--- src/rtl/ucf_pkg.sv ---
`default_nettype none
// ----------------------------------------------------------------------------
// ucf_pkg
// Shared constants, types and helper functions for the UTF-8 code point
// range filter.
// ----------------------------------------------------------------------------
package ucf_pkg;

	localparam int OUT_LIMIT  = 510;
	localparam int CNT_W      = $clog2(OUT_LIMIT + 2);
	localparam int NUM_RANGES = 20;
	localparam int CP_W       = 21;

	typedef logic [CP_W-1:0]  cp_t;
	typedef logic [CNT_W-1:0] cnt_t;
	typedef logic [7:0]       byte_t;

	localparam cp_t RANGE_LO [NUM_RANGES] = '{
		21'h00000, 21'h0000B, 21'h0000E, 21'h0007F, 21'h02700,
		21'h1F600, 21'h1F300, 21'h1F900, 21'h1F680, 21'h02600,
		21'h02300, 21'h02190, 21'h02E80, 21'h03000, 21'hE0000,
		21'hFE000, 21'h0FE00, 21'h0200B, 21'h02028, 21'h02060
	};

	localparam cp_t RANGE_HI [NUM_RANGES] = '{
		21'h00008, 21'h0000C, 21'h0001F, 21'h0009F, 21'h027BF,
		21'h1F64F, 21'h1F5FF, 21'h1F9FF, 21'h1F6FF, 21'h026FF,
		21'h023FF, 21'h021FF, 21'h02EFF, 21'h0303F, 21'hE007F,
		21'hFE0FF, 21'h0FE0F, 21'h0200F, 21'h0202E, 21'h02064
	};

	// Returns 1 when the code point falls inside any of the removed ranges.
	function automatic logic cp_removed(input cp_t cp);
		logic hit;
		hit = 1'b0;
		for (int i = 0; i < NUM_RANGES; i++) begin
			if (cp >= RANGE_LO[i] && cp <= RANGE_HI[i]) begin
				hit = 1'b1;
			end
		end
		return hit;
	endfunction

	// Sequence length announced by a lead byte, or zero if it cannot start one.
	function automatic logic [2:0] lead_len(input byte_t b);
		logic [2:0] len;
		if (b[7] == 1'b0) begin
			len = 3'd1;
		end else if (b[7:5] == 3'b110) begin
			len = 3'd2;
		end else if (b[7:4] == 4'b1110) begin
			len = 3'd3;
		end else if (b[7:3] == 5'b11110) begin
			len = 3'd4;
		end else begin
			len = 3'd0;
		end
		return len;
	endfunction

endpackage
`default_nettype wire

--- src/rtl/ucf_in_if.sv ---
`default_nettype none
// ----------------------------------------------------------------------------
// ucf_in_if
// Valid/ready channel carrying one raw input byte per item.
// ----------------------------------------------------------------------------
interface ucf_in_if;
	logic       valid;
	logic       ready;
	logic [7:0] in_byte;
	logic       in_last;

	modport source (output valid, output in_byte, output in_last, input ready);
	modport sink   (input valid, input in_byte, input in_last, output ready);
endinterface
`default_nettype wire

--- src/rtl/ucf_out_if.sv ---
`default_nettype none
// ----------------------------------------------------------------------------
// ucf_out_if
// Valid/ready channel carrying one filtered output byte per item.
// ----------------------------------------------------------------------------
interface ucf_out_if;
	logic       valid;
	logic       ready;
	logic [7:0] out_byte;
	logic       byte_valid;
	logic       out_last;

	modport source (output valid, output out_byte, output byte_valid, output out_last,
		input ready);
	modport sink   (input valid, input out_byte, input byte_valid, input out_last,
		output ready);
endinterface
`default_nettype wire

--- src/rtl/utf8_codepoint_range_filter.sv ---
`default_nettype none
// An accepted item passes through the input register, then the output register.
// Throughput: one input item per cycle while each item yields at most one output
// item and the output is ready; an item that completes n kept bytes holds the
// output register until all are taken; the input register holds the next item.
// Reset clears the decoder state, byte count and both valid flags at once.
// ----------------------------------------------------------------------------
// utf8_codepoint_range_filter
// Decodes a UTF-8 byte stream, drops stray bytes, broken sequences and those whose
// code point is in a set of fixed ranges, and passes the rest byte for byte up to a limit.
// ----------------------------------------------------------------------------
module utf8_codepoint_range_filter
	import ucf_pkg::*;
(
	input  wire logic  clk,
	input  wire logic  arst_n,
	ucf_in_if.sink     in_ch,
	ucf_out_if.source  out_ch
);

	logic               valid_s1;
	byte_t              byte_s1;
	logic               last_s1;

	logic [2:0][7:0]    held_q;
	logic [2:0]         need_q;
	logic [2:0]         have_q;
	cnt_t               cnt_q;

	logic [3:0][7:0]    buf_q;
	logic [2:0]         rem_q;
	logic [1:0]         idx_q;
	logic               buf_last_q;
	logic               marker_q;

	logic               buf_free;
	logic               proc;
	logic               out_fire;

	logic [2:0][7:0]    held_d;
	logic [2:0]         need_d;
	logic [2:0]         have_d;
	logic               fin;
	logic [2:0]         fin_len;
	logic [3:0][7:0]    fin_seq;
	logic [2:0]         start_len;
	cp_t                cp;
	cnt_t               avail;
	logic [2:0]         n_emit;
	logic [2:0]         n_total;

	assign out_fire = out_ch.valid && out_ch.ready;
	assign buf_free = (rem_q == 3'd0) || (rem_q == 3'd1 && out_ch.ready);
	assign proc     = valid_s1 && buf_free;
	assign in_ch.ready = !valid_s1 || proc;

	always_ff @(posedge clk or negedge arst_n) begin
		if (!arst_n) begin
			valid_s1 <= 1'b0;
		end else if (in_ch.ready) begin
			valid_s1 <= in_ch.valid;
		end
	end

	always_ff @(posedge clk) begin
		if (in_ch.valid && in_ch.ready) begin
			byte_s1 <= in_ch.in_byte;
			last_s1 <= in_ch.in_last;
		end
	end

	always_comb begin
		held_d    = held_q;
		need_d    = need_q;
		have_d    = have_q;
		fin       = 1'b0;
		fin_len   = 3'd1;
		fin_seq   = '0;
		start_len = lead_len(byte_s1);
		if (need_q != 3'd0 && byte_s1[7:6] == 2'b10) begin
			if (have_q + 3'd1 >= need_q) begin
				fin        = 1'b1;
				fin_len    = need_q;
				fin_seq[0] = held_q[0];
				fin_seq[1] = held_q[1];
				fin_seq[2] = held_q[2];
				fin_seq[need_q[1:0] - 2'd1] = byte_s1;
				need_d     = 3'd0;
				have_d     = 3'd0;
			end else begin
				held_d[have_q[1:0]] = byte_s1;
				have_d = have_q + 3'd1;
			end
		end else begin
			need_d = 3'd0;
			have_d = 3'd0;
			if (cnt_q < cnt_t'(OUT_LIMIT) && start_len != 3'd0) begin
				if (start_len == 3'd1) begin
					fin        = 1'b1;
					fin_len    = 3'd1;
					fin_seq[0] = byte_s1;
				end else begin
					held_d[0] = byte_s1;
					need_d    = start_len;
					have_d    = 3'd1;
				end
			end
		end
	end

	always_comb begin
		case (fin_len)
			3'd1:    cp = {13'd0, fin_seq[0]};
			3'd2:    cp = {10'd0, fin_seq[0][4:0], fin_seq[1][5:0]};
			3'd3:    cp = {5'd0, fin_seq[0][3:0], fin_seq[1][5:0], fin_seq[2][5:0]};
			default: cp = {fin_seq[0][2:0], fin_seq[1][5:0], fin_seq[2][5:0],
				fin_seq[3][5:0]};
		endcase
	end

	always_comb begin
		avail = cnt_t'(OUT_LIMIT + 1) - cnt_q;
		if (!fin || cp_removed(cp)) begin
			n_emit = 3'd0;
		end else if (avail < cnt_t'(fin_len)) begin
			n_emit = avail[2:0];
		end else begin
			n_emit = fin_len;
		end
		n_total = (last_s1 && n_emit == 3'd0) ? 3'd1 : n_emit;
	end

	always_ff @(posedge clk or negedge arst_n) begin
		if (!arst_n) begin
			need_q <= 3'd0;
			have_q <= 3'd0;
			cnt_q  <= '0;
		end else if (proc) begin
			if (last_s1) begin
				need_q <= 3'd0;
				have_q <= 3'd0;
				cnt_q  <= '0;
			end else begin
				need_q <= need_d;
				have_q <= have_d;
				cnt_q  <= cnt_q + cnt_t'(n_emit);
			end
		end
	end

	always_ff @(posedge clk) begin
		if (proc) begin
			held_q     <= held_d;
			buf_q      <= fin_seq;
			buf_last_q <= last_s1;
			marker_q   <= (n_emit == 3'd0);
		end
	end

	always_ff @(posedge clk or negedge arst_n) begin
		if (!arst_n) begin
			rem_q <= 3'd0;
			idx_q <= 2'd0;
		end else if (proc) begin
			rem_q <= n_total;
			idx_q <= 2'd0;
		end else if (out_fire) begin
			rem_q <= rem_q - 3'd1;
			idx_q <= idx_q + 2'd1;
		end
	end

	assign out_ch.valid      = (rem_q != 3'd0);
	assign out_ch.out_byte   = marker_q ? 8'd0 : buf_q[idx_q];
	assign out_ch.byte_valid = !marker_q;
	assign out_ch.out_last   = buf_last_q && (rem_q == 3'd1);

`ifndef SYNTHESIS
	a_rem_range: assert property (@(posedge clk) disable iff (!arst_n)
		rem_q <= 3'd4)
		else $error("output buffer holds more than four bytes");

	a_need_legal: assert property (@(posedge clk) disable iff (!arst_n)
		need_q != 3'd1 && need_q <= 3'd4)
		else $error("pending sequence length is illegal");

	a_have_below_need: assert property (@(posedge clk) disable iff (!arst_n)
		(need_q == 3'd0 && have_q == 3'd0) || (need_q != 3'd0 && have_q < need_q))
		else $error("received count disagrees with pending length");

	a_cnt_bound: assert property (@(posedge clk) disable iff (!arst_n)
		cnt_q <= cnt_t'(OUT_LIMIT + 1))
		else $error("emitted byte count exceeds the limit");

	a_marker_last: assert property (@(posedge clk) disable iff (!arst_n)
		out_ch.valid && !out_ch.byte_valid |-> out_ch.out_last && rem_q == 3'd1)
		else $error("bare end marker is not the final item");
`endif

endmodule
`default_nettype wire

--- src/flat_wrapper.sv ---
// flat-port wrapper written by rule: the top's interface ports become plain ports
module utf8_codepoint_range_filter_flat import ucf_pkg::*;
  (clk, arst_n, in_ch_valid, in_ch_in_byte, in_ch_in_last, in_ch_ready, out_ch_valid, out_ch_out_byte, out_ch_byte_valid, out_ch_out_last, out_ch_ready);
  ucf_in_if in_ch_i ();
  ucf_out_if out_ch_i ();
  input  wire logic clk;
  input  wire logic arst_n;
  input wire logic [$bits(in_ch_i.valid)-1:0] in_ch_valid;
  input wire logic [$bits(in_ch_i.in_byte)-1:0] in_ch_in_byte;
  input wire logic [$bits(in_ch_i.in_last)-1:0] in_ch_in_last;
  output wire logic [$bits(in_ch_i.ready)-1:0] in_ch_ready;
  output wire logic [$bits(out_ch_i.valid)-1:0] out_ch_valid;
  output wire logic [$bits(out_ch_i.out_byte)-1:0] out_ch_out_byte;
  output wire logic [$bits(out_ch_i.byte_valid)-1:0] out_ch_byte_valid;
  output wire logic [$bits(out_ch_i.out_last)-1:0] out_ch_out_last;
  input wire logic [$bits(out_ch_i.ready)-1:0] out_ch_ready;
  assign in_ch_i.valid = in_ch_valid;
  assign in_ch_i.in_byte = in_ch_in_byte;
  assign in_ch_i.in_last = in_ch_in_last;
  assign in_ch_ready = in_ch_i.ready;
  assign out_ch_valid = out_ch_i.valid;
  assign out_ch_out_byte = out_ch_i.out_byte;
  assign out_ch_byte_valid = out_ch_i.byte_valid;
  assign out_ch_out_last = out_ch_i.out_last;
  assign out_ch_i.ready = out_ch_ready;
  utf8_codepoint_range_filter u_core (.clk(clk), .arst_n(arst_n), .in_ch(in_ch_i), .out_ch(out_ch_i));
endmodule
--- config.mk ---
export PLATFORM = sky130hd
export DESIGN_NAME = utf8_codepoint_range_filter_flat
export DESIGN_NICKNAME = d
export VERILOG_FILES = /design/src/rtl/ucf_pkg.sv /design/src/rtl/ucf_in_if.sv /design/src/rtl/ucf_out_if.sv /design/src/rtl/utf8_codepoint_range_filter.sv /design/src/flat_wrapper.sv
export SDC_FILE = /design/constraint.sdc
export NUM_CORES = 1
export LEC_CHECK = 0
export BUFFER_PORTS_ARGS = -buffer_cell sky130_fd_sc_hd__buf_4
export CAP_MARGIN = 25
export CORE_AREA = 3 3 141 88
export DETAILED_ROUTE_END_ITERATION = 8
export DIE_AREA = 0 0 144 91
export GPL_ROUTABILITY_DRIVEN = 0
export MAX_ROUTING_LAYER = met4
export PLACE_DENSITY = 0.71
export SLEW_MARGIN = 10
export SYNTH_ARGS = -nofsm -noshare
export SYNTH_HDL_FRONTEND = slang
export SYNTH_SLANG_ARGS = --single-unit
export TNS_END_PERCENT = 50
--- constraint.sdc ---
create_clock -name clk -period 5.3 [get_ports clk]
set_input_delay 1.06 -clock clk [delete_from_list [all_inputs] [get_ports clk]]
set_output_delay 1.06 -clock clk [all_outputs]
set_load 0.01 [all_outputs]
==> flow_summary_export.csv <==
group,metric,value,unit
power_and_ir_drop,power.switching,0.001235,W
timing,hold_ws,0.5377,ns
final_layout,fillers,975,
floorplanning,die_area,13100,um2
timing,hold_violations,0,
timing,fin_crit_sh,0.9370,
cts,ctsRootBufferMaster,"clkbuf_16",
cts,htreeDepth,3,
power_and_ir_drop,power_frac_seq,0.380,
global_routing,grt_overflow,0,
routing,wl_per_cell,21.59,um
timing,period_minus_slack,4.966,ns
floorplanning,io_pins,25,
cts,post-cts-setup-buffers,0,
timing,final.setup_skew,0.008902,ns
synth,synth_top_cell_area_share,0.3546,
routing,viasPerCell,6.564,
power_and_ir_drop,powerDensity,485.6,nW/um2
critical_path,endpoint_kind,"flop",
floorplanning,coreArea,11220,um2
critical_path,path_max_fanout,13,
synth,synth_area_leaders,"edfxtp_1 (35%), dfrtp_1 (9.3%), nor2_1 (3.6%)",
timing,fin_tns_setup,0,ns
timing,maxSlewViolCount,0,
synth,ys_types,87,
place,hpwl,11.61,mm
place,dpl_worst_slack,0.3756,ns
critical_path,worstSetupPathType,"flop to flop",
cts,clkLatencyLatePin,0.35,ns
routing,dr.first_iter.drc_count,653,
run,max_cap_violations,0,
power_and_ir_drop,p_int,0.001811,W
timing,setup_ws,0.3337,ns
cts,numCtsBuffers,9,
synth,syn_area,5674,um2
timing,max_slew_margin,0.4944,
power_and_ir_drop,switching_share,0.4055,
global_routing,antenna_found_initial,0,
final_layout,drive_gt1_frac,0.1667,
floorplanning,std_cell_rows,30,
cts,clock_sinks,88,
critical_path,start_kind,"flop",
global_routing,globalRouteTotalUtil,0.2509,
power_and_ir_drop,power,0.003046,W
floorplanning,dieWidth,144,um
timing,clock.fmax,201.4,MHz
synth,mappedNetlistNets,583,
routing,drtAntennaViolNets,0,
global_routing,grt_first_pass_wirelength,24.63,mm
critical_path,crit_required,5.50,ns
critical_path,cp.arrival,5.17,ns
routing,dr.pass1.iters,9,
hold_path,worstHoldPathType,"flop to flop",
synth,ys_ff_latch,88,
cts,clockBufferDepth,2,
timing,grt_setup_unrepaired,"no",
routing,drc,0,
power_and_ir_drop,p_leak,2.395,nW
cts,clk_pin_slew_worst_paths,0.07,ns
synth,synth_edf_count,67,
power_and_ir_drop,irDropWorstVdd,0.0003071,V
synth,synth.largest_area_cell,"edfxtp_1",
cts,cts_tree,"done",
final_layout,diodes,0,
final_layout,synthToLayoutAreaGrowth,10.54,%
floorplanning,die_y,91,um
timing,setup_viol_count_final,0,
final_layout,nets,600,
synth,ys_seq_area_frac,0.4472,
outcome,outcome,"finished clean",
power_and_ir_drop,clock_power_share,0.206,
routing,routed_wl,15.54,mm
synth,synthArstFlopShare,0.2386,
timing,worst_pin_slew,0.7556,ns
place,portBuffers,24,
routing,vias,4726,
global_routing,grt_max_degree,55,
synth,synth_ff_type,"edfxtp_1",
floorplanning,initial_utilization,0.5056,
synth,syn_avg_cell_area,10.24,um2
synth,syn_inst,554,
power_and_ir_drop,combPwrFrac,0.414,
synth,yosysWarnings,0,
global_routing,grt_pass1_vias,4291,
[area by class of cell]
cell class,count,area [um2],share of cell area
timing repair buffer,38,285.3,0.04548
clock buffer,9,225.2,0.03591
inverter,17,63.81,0.01017
tap,144,180.2,0.02873
sequential,88,2539,0.4047
multi-input combinational,417,2902,0.4626
clock inverter,7,77.57,0.01237
[worst max-delay path, stage by stage (launching register included)]
cell      delay, ns
dfrtp_1        0.41
inv_1          0.12
ha_1           0.35
ha_1           0.29
nand2_1        0.06
o21a_2         0.31
nor2_1         0.37
inv_2          0.19
or3_1          0.42
nor4_1         0.40
a31oi_1        0.15
o2111a_1       0.27
nand3_2        0.15
nor2_1         0.10
ha_1           0.22
fa_1           0.41
a21o_1         0.19
nand4_1        0.12
nor2_1         0.07
mux2i_1        0.13
o21ai_0        0.10
[power groups by stage]
stage          clock network, W  logic, W  registers (W)
6_report               0.000628   0.00126        0.00116
3_3_place_gp                  0   0.00121        0.00116
5_1_grt                0.000664   0.00137        0.00119
3_5_place_dp                  0   0.00122        0.00117
2_1_floorplan                 0  0.000922        0.00108
4_1_cts                0.000636   0.00123        0.00116
[Yosys cell counts (all sizes together) (6+ instances only)]
master	number
edfxtp	67
nor2	56
nand2	51
a21oi	32
o21ai	29
dfrtp	21
and2	19
nand3	19
clkbuf	17
inv	17
mux2i	16
buf	15
ha	15
nor3	11
nand2b	10
and3	9
mux4	8
nor2b	8
nand4	7
nor4	7
o21a	7
or3	6
[routing by layer]
| layer | vias to the layer above | GRT usage | part of all wire |
|---|---|---|---|
| met5 | - | - | 0 |
| met4 | 0 | 0.06270 | 0.021 |
| met2 | 313 | 0.3080 | 0.38 |
| met3 | 49 | 0.1000 | 0.15 |
| li1 | 2134 | - | - |
| met1 | 2230 | 0.3799 | 0.45 |
[state kept, by name (all words and copies together), names as in the netlist]
signal	flops
u_core.buf_last_q	1
u_core.rem_q	3
u_core.held_q	24
u_core.have_q	3
u_core.byte_s1	8
u_core.last_s1	1
u_core.valid_s1	1
u_core.idx_q	2
u_core.buf_q	32
u_core.marker_q	1
u_core.cnt_q	9
u_core.need_q	3
[path summary, 6_finish.rpt]
check	from	endpoint	slack (ns)	depth (start not counted)
hold / removal	u_core.have_q[2]$_DFFE_PN0P_	u_core.have_q[2]$_DFFE_PN0P_	0.54	2
setup / recovery	u_core.have_q[0]$_DFFE_PN0P_	u_core.cnt_q[8]$_DFFE_PN0P_	0.33	20
setup reg to reg	u_core.have_q[0]$_DFFE_PN0P_	u_core.cnt_q[8]$_DFFE_PN0P_	0.33	20
hold reg to reg	u_core.have_q[2]$_DFFE_PN0P_	u_core.have_q[2]$_DFFE_PN0P_	0.54	2
max in group asynchronous	arst_n	u_core.need_q[2]$_DFFE_PN0P_	4.45	1
min in group asynchronous	arst_n	u_core.idx_q[0]$_DFFE_PN0P_	0.59	1
[logic make-up (layout without fill, tap and decap cells)]
logic type	after synthesis	count (layout)	share of synthesized area
XOR/XNOR	7	7	0.01081
other	1	1	0.0006609
buffers and inverters	49	71	0.04167
adder cells (fa/ha/maj)	16	16	0.03660
AO/OA/AOI/OAI	142	142	0.1848
AND/OR/NAND/NOR	224	224	0.2073
flip-flops	88	88	0.4472
multiplexers	27	27	0.07100
[through the flow]
stage                     utilization  area (um2)  std cells
after global routing           0.5589        6272        720
after floorplan                     -        5674        554
after global placement         0.5317        5967        704
after CTS                      0.5586        6270        720
after detailed placement       0.5317        5967        704
final                          0.5589        6272        720
[timing repair]
item / CTS / global route
setup endpoints to repair: 0 / 7
gates resized for setup: 0 / 2
hold buffers: 0 / 0
[cell usage in the layout (no fill, tap or decap), types with 6 or more instances in the layout]
cell type,instances
edfxtp_1,67
nor2_1,55
nand2_1,50
buf_4,38
a21oi_1,29
o21ai_0,23
dfrtp_1,20
and2_1,19
nand3_1,17
ha_1,15
inv_1,14
mux2i_1,14
nor3_1,11
and3_1,9
clkbuf_16,9
nor2b_1,8
nand2b_1,8
mux4_2,8
nor4_1,7
o21ai_1,6
or3_1,6
o21a_1,6
nand4_1,6
No activity file was read; power rests on OpenSTA's default activity.
